[src/design/lmd_pkg.sv]
`timescale 1ns / 1ps
`default_nettype none
// ----------------------------------------------------------------------------
// lmd_pkg: shared types and constants of the 3x3 local maximum detector
// Field widths, report and register codes, controller/datapath command and
// status records.
// ----------------------------------------------------------------------------
package lmd_pkg;

  localparam int unsigned PixW     = 32;
  localparam int unsigned RowW     = 10;
  localparam int unsigned ColW     = 6;
  localparam int unsigned KindW    = 2;
  localparam int unsigned RowsW    = 11;
  localparam int unsigned ColsW    = 7;
  localparam int unsigned CfgIdxW  = 8;
  localparam int unsigned CfgDataW = 32;
  localparam int unsigned MaxRows  = 1024;

  localparam logic [KindW-1:0] KIND_PEAK = 2'd0;
  localparam logic [KindW-1:0] KIND_BEST = 2'd1;
  localparam logic [KindW-1:0] KIND_NONE = 2'd2;

  localparam logic [CfgIdxW-1:0] REG_FRAME_ROWS = 8'd0;
  localparam logic [CfgIdxW-1:0] REG_FRAME_COLS = 8'd1;

  localparam logic [RowsW-1:0] ResetRows = 11'd8;
  localparam logic [ColsW-1:0] ResetCols = 7'd8;

  typedef enum logic [1:0] {
    CHK_A,
    CHK_B,
    CHK_F
  } chk_kind_e;

  typedef enum logic [1:0] {
    EMIT_NONE,
    EMIT_SLOT_A,
    EMIT_SLOT_B,
    EMIT_SUM
  } emit_sel_e;

  typedef struct packed {
    logic      load;
    logic      rd_en;
    logic      rd_other;
    logic      rd_flush;
    logic      lat_top;
    logic      shift;
    logic      wr;
    logic      chk_go;
    chk_kind_e chk;
    logic      chk_en;
    emit_sel_e emit;
    logic      emit_last;
    logic      j_clr;
    logic      j_inc;
    logic      advance;
  } lmd_cmd_t;

  typedef struct packed {
    logic r_ge1;
    logic c_ge1;
    logic c_last;
    logic last_px;
    logic j_ge1;
    logic j_end;
    logic hit_a;
    logic hit_b;
    logic out_free;
  } lmd_sts_t;

endpackage
`default_nettype wire

[src/design/lmd_ctrl.sv]
`timescale 1ns / 1ps
`default_nettype none
// ----------------------------------------------------------------------------
// lmd_ctrl: sequencer of the local maximum detector
// Steps each pixel through line store reads, window shift, checks, reports
// and the end-of-frame flush.
// ----------------------------------------------------------------------------
module lmd_ctrl (
  input  wire logic              clk_i,
  input  wire logic              rst_ni,
  input  wire logic              pix_valid_i,
  output      logic              pix_ready_o,
  input  wire lmd_pkg::lmd_sts_t sts_i,
  output      lmd_pkg::lmd_cmd_t cmd_o
);

  localparam logic [3:0] S_IDLE     = 4'd0;
  localparam logic [3:0] S_RD_TOP   = 4'd1;
  localparam logic [3:0] S_RD_MID   = 4'd2;
  localparam logic [3:0] S_SHIFT    = 4'd3;
  localparam logic [3:0] S_CHK_A    = 4'd4;
  localparam logic [3:0] S_DUMMY    = 4'd5;
  localparam logic [3:0] S_CHK_B    = 4'd6;
  localparam logic [3:0] S_EMIT_A   = 4'd7;
  localparam logic [3:0] S_EMIT_B   = 4'd8;
  localparam logic [3:0] S_FL_TOP   = 4'd9;
  localparam logic [3:0] S_FL_MID   = 4'd10;
  localparam logic [3:0] S_FL_SHIFT = 4'd11;
  localparam logic [3:0] S_FL_CHK   = 4'd12;
  localparam logic [3:0] S_FL_EMIT  = 4'd13;
  localparam logic [3:0] S_SUM      = 4'd14;
  localparam logic [3:0] S_ADV      = 4'd15;

  logic [3:0] state_q, state_d;
  logic [3:0] after_peaks;

  assign after_peaks = sts_i.last_px ? S_FL_TOP : S_ADV;

  always_comb begin
    state_d     = state_q;
    cmd_o       = '0;
    pix_ready_o = 1'b0;
    case (state_q)
      S_IDLE: begin
        pix_ready_o = 1'b1;
        if (pix_valid_i) begin
          cmd_o.load  = 1'b1;
          cmd_o.j_clr = 1'b1;
          state_d     = S_RD_TOP;
        end
      end
      S_RD_TOP: begin
        cmd_o.rd_en = 1'b1;
        state_d     = S_RD_MID;
      end
      S_RD_MID: begin
        cmd_o.rd_en    = 1'b1;
        cmd_o.rd_other = 1'b1;
        cmd_o.lat_top  = 1'b1;
        state_d        = S_SHIFT;
      end
      S_SHIFT: begin
        cmd_o.shift = 1'b1;
        cmd_o.wr    = 1'b1;
        state_d     = S_CHK_A;
      end
      S_CHK_A: begin
        cmd_o.chk_go = 1'b1;
        cmd_o.chk    = lmd_pkg::CHK_A;
        cmd_o.chk_en = sts_i.r_ge1 && sts_i.c_ge1;
        state_d      = (sts_i.r_ge1 && sts_i.c_last) ? S_DUMMY : S_EMIT_A;
      end
      S_DUMMY: begin
        cmd_o.shift = 1'b1;
        state_d     = S_CHK_B;
      end
      S_CHK_B: begin
        cmd_o.chk_go = 1'b1;
        cmd_o.chk    = lmd_pkg::CHK_B;
        cmd_o.chk_en = 1'b1;
        state_d      = S_EMIT_A;
      end
      S_EMIT_A: begin
        if (!sts_i.hit_a) begin
          state_d = S_EMIT_B;
        end else if (sts_i.out_free) begin
          cmd_o.emit      = lmd_pkg::EMIT_SLOT_A;
          cmd_o.emit_last = !(sts_i.hit_b || sts_i.last_px);
          state_d         = S_EMIT_B;
        end
      end
      S_EMIT_B: begin
        if (!sts_i.hit_b) begin
          state_d = after_peaks;
        end else if (sts_i.out_free) begin
          cmd_o.emit      = lmd_pkg::EMIT_SLOT_B;
          cmd_o.emit_last = !sts_i.last_px;
          state_d         = after_peaks;
        end
      end
      S_FL_TOP: begin
        cmd_o.rd_en    = 1'b1;
        cmd_o.rd_flush = 1'b1;
        cmd_o.rd_other = 1'b1;
        state_d        = S_FL_MID;
      end
      S_FL_MID: begin
        cmd_o.rd_en    = 1'b1;
        cmd_o.rd_flush = 1'b1;
        cmd_o.lat_top  = 1'b1;
        state_d        = S_FL_SHIFT;
      end
      S_FL_SHIFT: begin
        cmd_o.shift = 1'b1;
        state_d     = S_FL_CHK;
      end
      S_FL_CHK: begin
        cmd_o.chk_go = 1'b1;
        cmd_o.chk    = lmd_pkg::CHK_F;
        cmd_o.chk_en = sts_i.j_ge1;
        state_d      = S_FL_EMIT;
      end
      S_FL_EMIT: begin
        if (!sts_i.hit_a || sts_i.out_free) begin
          if (sts_i.hit_a) begin
            cmd_o.emit = lmd_pkg::EMIT_SLOT_A;
          end
          if (sts_i.j_end) begin
            state_d = S_SUM;
          end else begin
            cmd_o.j_inc = 1'b1;
            state_d     = S_FL_TOP;
          end
        end
      end
      S_SUM: begin
        if (sts_i.out_free) begin
          cmd_o.emit      = lmd_pkg::EMIT_SUM;
          cmd_o.emit_last = 1'b1;
          state_d         = S_ADV;
        end
      end
      S_ADV: begin
        cmd_o.advance = 1'b1;
        state_d       = S_IDLE;
      end
      default: begin
        state_d = S_IDLE;
      end
    endcase
  end

  always_ff @(posedge clk_i or negedge rst_ni) begin
    if (!rst_ni) begin
      state_q <= S_IDLE;
    end else begin
      state_q <= state_d;
    end
  end

endmodule
`default_nettype wire

[config.mk]
export PLATFORM = sky130hd
export DESIGN_NAME = lmd_ctrl
export DESIGN_NICKNAME = d
export VERILOG_FILES = /design/src/design/lmd_pkg.sv /design/src/design/lmd_ctrl.sv
export SDC_FILE = /design/constraint.sdc
export NUM_CORES = 1
export LEC_CHECK = 0
export BUFFER_PORTS_ARGS = -buffer_cell sky130_fd_sc_hd__buf_2
export CORE_UTILIZATION = 45
export CTS_CLUSTER_DIAMETER = 60
export DETAILED_ROUTE_END_ITERATION = 6
export MAX_ROUTING_LAYER = met4
export PLACE_DENSITY = 0.81
export SETUP_SLACK_MARGIN = 0.05
export SLEW_MARGIN = 20
export SYNTH_ARGS = -nofsm -noshare
export SYNTH_HDL_FRONTEND = slang
export SYNTH_SLANG_ARGS = --single-unit
export TNS_END_PERCENT = 1
[constraint.sdc]
create_clock -name clk_i -period 2.2 [get_ports clk_i]
set_input_delay 0.22 -clock clk_i [delete_from_list [all_inputs] [get_ports clk_i]]
set_output_delay 0.22 -clock clk_i [all_outputs]
set_load 0.02 [all_outputs]
# ---- Word level (Yosys, flattened, before mapping)
# Cells that the tools add are included.
dict set report classes {
  eq_ne 20
  n_mux 34
  n_reduce_logical 14
}
# op n
set ops {}
lappend ops {{one-hot mux 4 bit (16 select lines)} 1}
lappend ops {{equality test 4 bit (second input constant)} 8}
lappend ops {{two-way mux 4 bit} 7}
lappend ops {{equality test 4 x 3 -> 1 bit (second input constant)} 4}
lappend ops {{two-way mux 1 bit} 15}
lappend ops {{two-way mux 3 bit} 5}
lappend ops {{one-hot mux 4 bit (3 select lines)} 1}
lappend ops {{equality test 4 x 2 -> 1 bit (second input constant)} 2}
lappend ops {{one-hot mux 2 bit (4 select lines)} 1}
lappend ops {{two-way mux 2 bit} 3}
lappend ops {{!= test 2 bit (second input constant)} 3}
lappend ops {{!= test 3 bit (second input constant)} 2}
lappend ops {{OR reduction 2 bit} 3}
lappend ops {{AND reduction 5 bit} 1}
lappend ops {{equality test 4 x 1 -> 1 bit (second input constant)} 1}
lappend ops {{zero test 4 bit} 1}
lappend ops {{OR reduction 4 bit} 1}
lappend ops {{zero test 1 bit} 3}
lappend ops {{one-hot mux 1 bit (3 select lines)} 1}
lappend ops {{OR reduction 3 bit} 1}
lappend ops {{logical AND 1 bit} 2}
lappend ops {{logical OR 1 bit} 2}
dict set report word_totals {
  ff_bits 4
  word_cells 69
  output_inout_bits 18
}

# ---- Logic depth before layout (Yosys ltp)
# Gate-level depths: netlist of run 1.
dict set report logic_depth {
  word_depth 5
  depth_mapped 5
  depth_no_buf 4
}

# ---- Least setup slack after synthesis of run 1
# OpenSTA, ideal clock, no wires.
dict set report synth_path {
  kind {reg2out}
  from {register state_q[3]}
  to {output port cmd_o[16] (netlist bit)}
  arrival_ns 1.792
  path_buffers 3
  path_slack_ns 0.188
  path_stages_with_launch 6
  path_cell_list {dfrtp_1 buf_2 buf_1 nor3_1 and2_1 buf_4}
}
# item line_no
set synth_rtl {}
lappend synth_rtl {{start, declared} lmd_ctrl.sv:34} ;# logic [3:0] state_q, state_d;
lappend synth_rtl {{start signal, assigned} lmd_ctrl.sv:157} ;# state_q <= state_d;
lappend synth_rtl {{end, declared} lmd_ctrl.sv:14} ;# output lmd_pkg::lmd_cmd_t cmd_o

==> qor.txt, run 1 <==
worst r2r src - state_q[2]
clock latency on the worst-skew pair - 0.24 ns
number of global-route vias before repair - 572
clock net sink count - 4
I/O pins - 30
Hold Crit Class - input port to async pin
final routed DRC violation total - 0
first-pass GRT wire length - 2640 µm
syn avg cell area - 6.99 µm²
worst-path maximum fanout - 16
Die X - 39.4 µm
H-tree lvl count - 1
ANT nets after route - 0
layout cell share with drive strength beyond 1 - 0.350
Tcrit/Tclk final - 0.883
Top delay family on crit path - flip-flops
CP Launch Type - flip-flop
post-synthesis cell type count - 41
CP Cell Sequence - buf_4 > o41ai_1 > and3_1 > buf_2
PwrDens - 1560 nW/µm²
Slew Limit Headroom - 0.682
wirelength, routed - 1790 µm
reg2reg setup slack - 0.42 ns
PortBufs - 29
Util after Layout - 0.614
CP Class - flip-flop to output pin
routed vias - 774
most frequent cells in the layout - 29 x buf_2, 12 x nand2_1, 9 x nor2_1, 6 x a21oi_1, 4 x nand3_1
required time of the critical path - 1.98 ns
Core ar. - 1300 µm²
max-slew violations - 0
Tightest Pin Transition - 0.477 ns
antenna cell count - 0
CP Buf/Inv Count - 2
global placement routability congestion - 0.813
post-DP HPWL - 1270 µm
DR iter-0 viols - 23
Area growth, synth to finish - 27.0%
Fmax - 515 MHz
syn nets - 102
biggest regs - state_q (4)
unrepaired setup endpoints after global routing - no
largest net degree at the start of global routing - 22
initial antenna violation count - 0
number of synthesized flops with an enable pin - 0
gr usage total - 0.264
Peak supply drop - 0.000616 V
Setup-failing EPs final - 0
synth warn - 0
commonest non-fill, non-tap cell in the layout - buf_2
fin area - 800 µm²
Worst R2R End - state_q[2]
Longest Clk Path Bufs - 2
sequential area share after synthesis - 0.159
final hold violation count - 0
Critical Path Source - state_q[2]
grt total ovfl - 0
Mapped Cells - 90
# fillers - 125
clk slew on worst S/H paths - 0.04 ns
Final TNS setup - 0 ns
Clock Root Buffer - clkbuf_4
initial cell density of the core - 0.484
Synth async-reset ratio - 1.00
placed inst area - 766 µm²
Worst Setup End Kind - output pin
drt first pass iters - 4
Die ar. - 1550 µm²
post-layout minimum cycle time - 1.94 ns
clk_skew - 0.00415 ns
status - complete, no violations
Vias/cell - 5.86
Most flops, register - state_q
CP max stage delay - 0.55 ns
max-cap check violation count - 0
Syn Std Cell Area - 629 µm²
dominant synthesized flop cell - dfrtp_1
Slowest-stage cell, CP - dfrtp_1
TritonCTS clock tree - yes
Nets - 131
cts bufs inserted - 3
static leakage - 0.391 nW
Rows - 13
Synth Register Bits - 4
detail-routed net length per standard cell - 13.5 µm
WP data arrival - 1.72 ns
max reg flops - 4
reg2reg path depth - 4
die span in y - 39.4 µm
cells in the mapped netlist, types with 2 or more instances:
cell / count / area [µm²]
dfrtp_1: 4 / 100
nor4_1: 2 / 12.5
a21oi_1: 6 / 30.0
nor3b_1: 3 / 22.5
nand2_1: 12 / 45.0
o31a_1: 2 / 17.5
nor2_1: 9 / 33.8
nand3_1: 4 / 20.0
nand3b_1: 3 / 22.5
nor3_1: 3 / 15.0
clkbuf_1: 2 / 7.51
inv_1: 2 / 7.51
buf_2: 4 / 20.0
nand2b_1: 3 / 18.8
and3_1: 3 / 18.8
o21ai_0: 2 / 10.0
o22ai_1: 2 / 12.5
report_power, final:
group	switching [W]	internal, W
Combinational	0.000558	0.000373
Sequential	0.000103	0.000115
Clock	0.0000364	0.0000614
worst max-delay path by stage:
stage | depth (start not counted) | slack, ns | endpoint
finish | 4 | 0.26 | cmd_o[3]
global route | 4 | 0.14 | cmd_o[3]
CTS | 4 | 0.10 | cmd_o[3]
detailed placement | 4 | 0.36 | cmd_o[3]
global placement | 4 | 0.43 | cmd_o[14]
floorplan | 5 | 0.19 | cmd_o[16]
layout make-up:
cell class	count	area (µm²)	area share
Sequential cell	4	101	0.127
Timing Repair Buffer	33	178	0.222
Inverter	3	11.3	0.0141
Tap cell	15	18.8	0.0235
Multi-Input combinational cell	74	468	0.585
Clock buffer	3	22.5	0.0282
per-layer routing:
| layer | vias to the layer above | wire length (µm) | global-route usage |
|---|---|---|---|
| met1 | 354 | 745 | 0.341 |
| met5 | - | 0 | - |
| met2 | 35 | 883 | 0.388 |
| met4 | 0 | 37 | 0.155 |
| li1 | 381 | - | - |
| met3 | 4 | 122 | 0.0398 |
per-stage QoR:
step	power, W	setup slack, ns	hold WS (ns)	cells
after floorplan	0.000924	0.188	-0.0756	90
after global placement	0.00111	0.434	0.0247	128
after detailed placement	0.00113	0.357	0.0313	128
after CTS	0.00123	0.104	0.305	132
after global routing	0.00136	0.141	0.327	132
final	0.00125	0.257	0.306	132
repair_timing:
item | CTS | global route
setup buffers | 0 | 0
endpoints found under the hold margin | 4 | 0
gates resized for setup | 0 | 1
endpoints found under the setup margin | 0 | 2
hold buffers | 1 | 0
kinds of logic after synthesis:
kind of cell              share of synthesized area
and+or+nand+nor                               0.402
AOI/OAI and AO/OA                             0.257
buffers and inverters                        0.0974
DFF                                           0.159
muxes                                        0.0576
xor gates and xnor gates                     0.0278
Power figures use the tool's default switching activity.
==> inputs of run 2 (changes only) <==
--- a/config.mk
+++ b/config.mk
@@ -9,8 +9,9 @@
 export CORE_UTILIZATION = 45
 export CTS_CLUSTER_DIAMETER = 60
 export DETAILED_ROUTE_END_ITERATION = 6
+export GPL_TIMING_DRIVEN = 0
 export MAX_ROUTING_LAYER = met4
-export PLACE_DENSITY = 0.81
+export PLACE_DENSITY = 0.85
 export SETUP_SLACK_MARGIN = 0.05
 export SLEW_MARGIN = 20
 export SYNTH_ARGS = -nofsm -noshare
==> run 2 against run 1 <==
  * Sequential power fell by 24%
  * First-iteration DRC count rose by 78%
  * Final area rose by 3.4%
  * Critical path type unchanged
  * Largest power group unchanged
  * Utilization rose by 2.1 points
==> qor.txt, run 2 (same netlist as run 1, synthesis figures left out) <==
unrepaired setup endpoints after global routing - no
reg2reg setup slack - 0.54 ns (+0.12 ns)
Peak supply drop - 0.000722 V (+17%)
Final TNS setup - 0 ns (unchanged)
Clock Root Buffer - clkbuf_4
global placement routability congestion - 0.938 (+15%)
drt first pass iters - 4 (unchanged)
status - complete, no violations
clk slew on worst S/H paths - 0.05 ns (about the same)
final routed DRC violation total - 0 (unchanged)
most frequent cells in the layout - 33 x buf_2, 12 x nand2_1, 9 x nor2_1, 6 x a21oi_1
DR WL met3 - 115 µm (-5.7%)
wire length on met2 - 962 µm (+8.9%)
post-CTS setup buffers - 0 (unchanged)
ANT nets after route - 0 (unchanged)
biggest regs - state_q (4)
PwrDens - 1560 nW/µm² (+0.28%)
Tightest Pin Transition - 0.405 ns (-0.0725 ns)
post-layout minimum cycle time - 1.98 ns (+0.0355 ns)
max reg flops - 4 (unchanged)
Hold Crit Class - input port to async pin
WP data arrival - 1.76 ns (+0.04 ns)
Reg area - 100 µm² (-1.2%)
worst-path maximum fanout - 10 (-6)
clock net sink count - 4 (unchanged)
initial antenna violation count - 0 (unchanged)
# fillers - 126 (+0.80%)
final worst setup slack - 0.222 ns (-0.0355 ns)
Longest Clk Path Bufs - 2 (unchanged)
Nets - 137 (+4.6%)
clock latency on the worst-skew pair - 0.25 ns (about the same)
Vias/cell - 5.91 (+0.72%)
I/O pins - 30 (unchanged)
Setup-failing EPs final - 0 (unchanged)
gr usage total - 0.271 (+0.00672)
Die ar. - 1550 µm² (unchanged)
TritonCTS clock tree - yes
Rows - 13 (unchanged)
post-DP HPWL - 1420 µm (+12%)
Fmax - 505 MHz (-1.8%)
PortBufs - 29 (unchanged)
cts bufs inserted - 3 (unchanged)
number of global-route vias before repair - 647 (+13%)
largest net degree at the start of global routing - 11 (-50%)
Most flops, register - state_q
clk_skew - 0.0136 ns (+0.00949 ns)
Setup Slack @ Placement - 0.423 ns (+0.0661 ns)
initial cell density of the core - 0.484 (unchanged)
top sig layer - met4
max-cap check violation count - 0 (unchanged)
wirelength, routed - 1850 µm (+3.7%)
commonest non-fill, non-tap cell in the layout - buf_2
die span in y - 39.4 µm (unchanged)
Core ar. - 1300 µm² (unchanged)
layout cell share with drive strength beyond 1 - 0.358 (+0.00730)
Tcrit/Tclk final - 0.899 (+0.0161)
antenna cell count - 0 (unchanged)
CP Class - flip-flop to output pin
H-tree lvl count - 1 (unchanged)
Die X - 39.4 µm (unchanged)
max-slew violations - 0 (unchanged)
required time of the critical path - 1.98 ns (about the same)
detail-routed net length per standard cell - 13.4 µm (-0.82%)
Area growth, synth to finish - 31.4%
Slew Limit Headroom - 0.730 (+0.0483)
Multi-input gate area - 468 µm² (unchanged)
static leakage - 0.412 nW (+5.3%)
grt total ovfl - 0 (unchanged)
DR iter-0 viols - 41 (+78%)
first-pass GRT wire length - 2750 µm (+4.2%)
CP Launch Type - flip-flop
routed metal-1 wire length - 735 µm (-1.3%)
Worst Setup End Kind - output pin
routed vias - 815 (+5.3%)
final hold violation count - 0 (unchanged)
## run 2: worst paths after layout
path,from,endpoint,cells after the start
max,state_q[3],cmd_o[4],6
min,rst_ni,state_q[0],2
max reg2reg,state_q[3],state_q[2],5
min reg2reg,state_q[2],state_q[0],3
max in group asynchronous,rst_ni,state_q[2],2
min in group clk_i,sts_i[3],state_q[0],3
## run 2: final cells by class
cell class | count | share of cell area
multi-input cells | 74 | 0.566
repair buffers | 30 | 0.188
flip-flops and latches | 4 | 0.121
plain buffers | 9 | 0.0620
clock buffers | 3 | 0.0272
well taps | 15 | 0.0227
inverters | 3 | 0.0136
## run 2: repair_timing
action	CTS	global route
hold buffers	1	0
endpoints found under the hold margin	4	0
setup endpoints to repair	0	4
resized for setup	0	2
## run 2: worst max-delay path, cell delays in order, from the launching register on
cell     delay (ns)
dfrtp_1        0.36
buf_2          0.21
buf_1          0.36
xor2_1         0.18
nand3_1        0.10
a21oi_1        0.13
buf_2          0.17
## run 2: per-layer routing
metal / up-vias / track usage
met2: 42 / 0.450
li1: 392 / -
met3: 4 / 0.0170
met4: 0 / 0.155
met5: - / -
met1: 377 / 0.323
## run 2: stage by stage
stage	instances	hold WS, ns	area (µm²)	total power [W]	utilization
after global placement	134	0.0233	793	0.00114	0.610
after floorplan	90	-0.0756	629	0.000924	-
final	138	0.299	827	0.00129	0.636
after detailed placement	134	0.0330	793	0.00118	0.610
after global routing	138	0.301	827	0.00140	0.636
after CTS	138	0.300	826	0.00128	0.635
## run 2: where the power goes
part           switching, W  internal, W
sequential        0.0000506     0.000115
combinational      0.000634     0.000395
clock             0.0000368    0.0000615
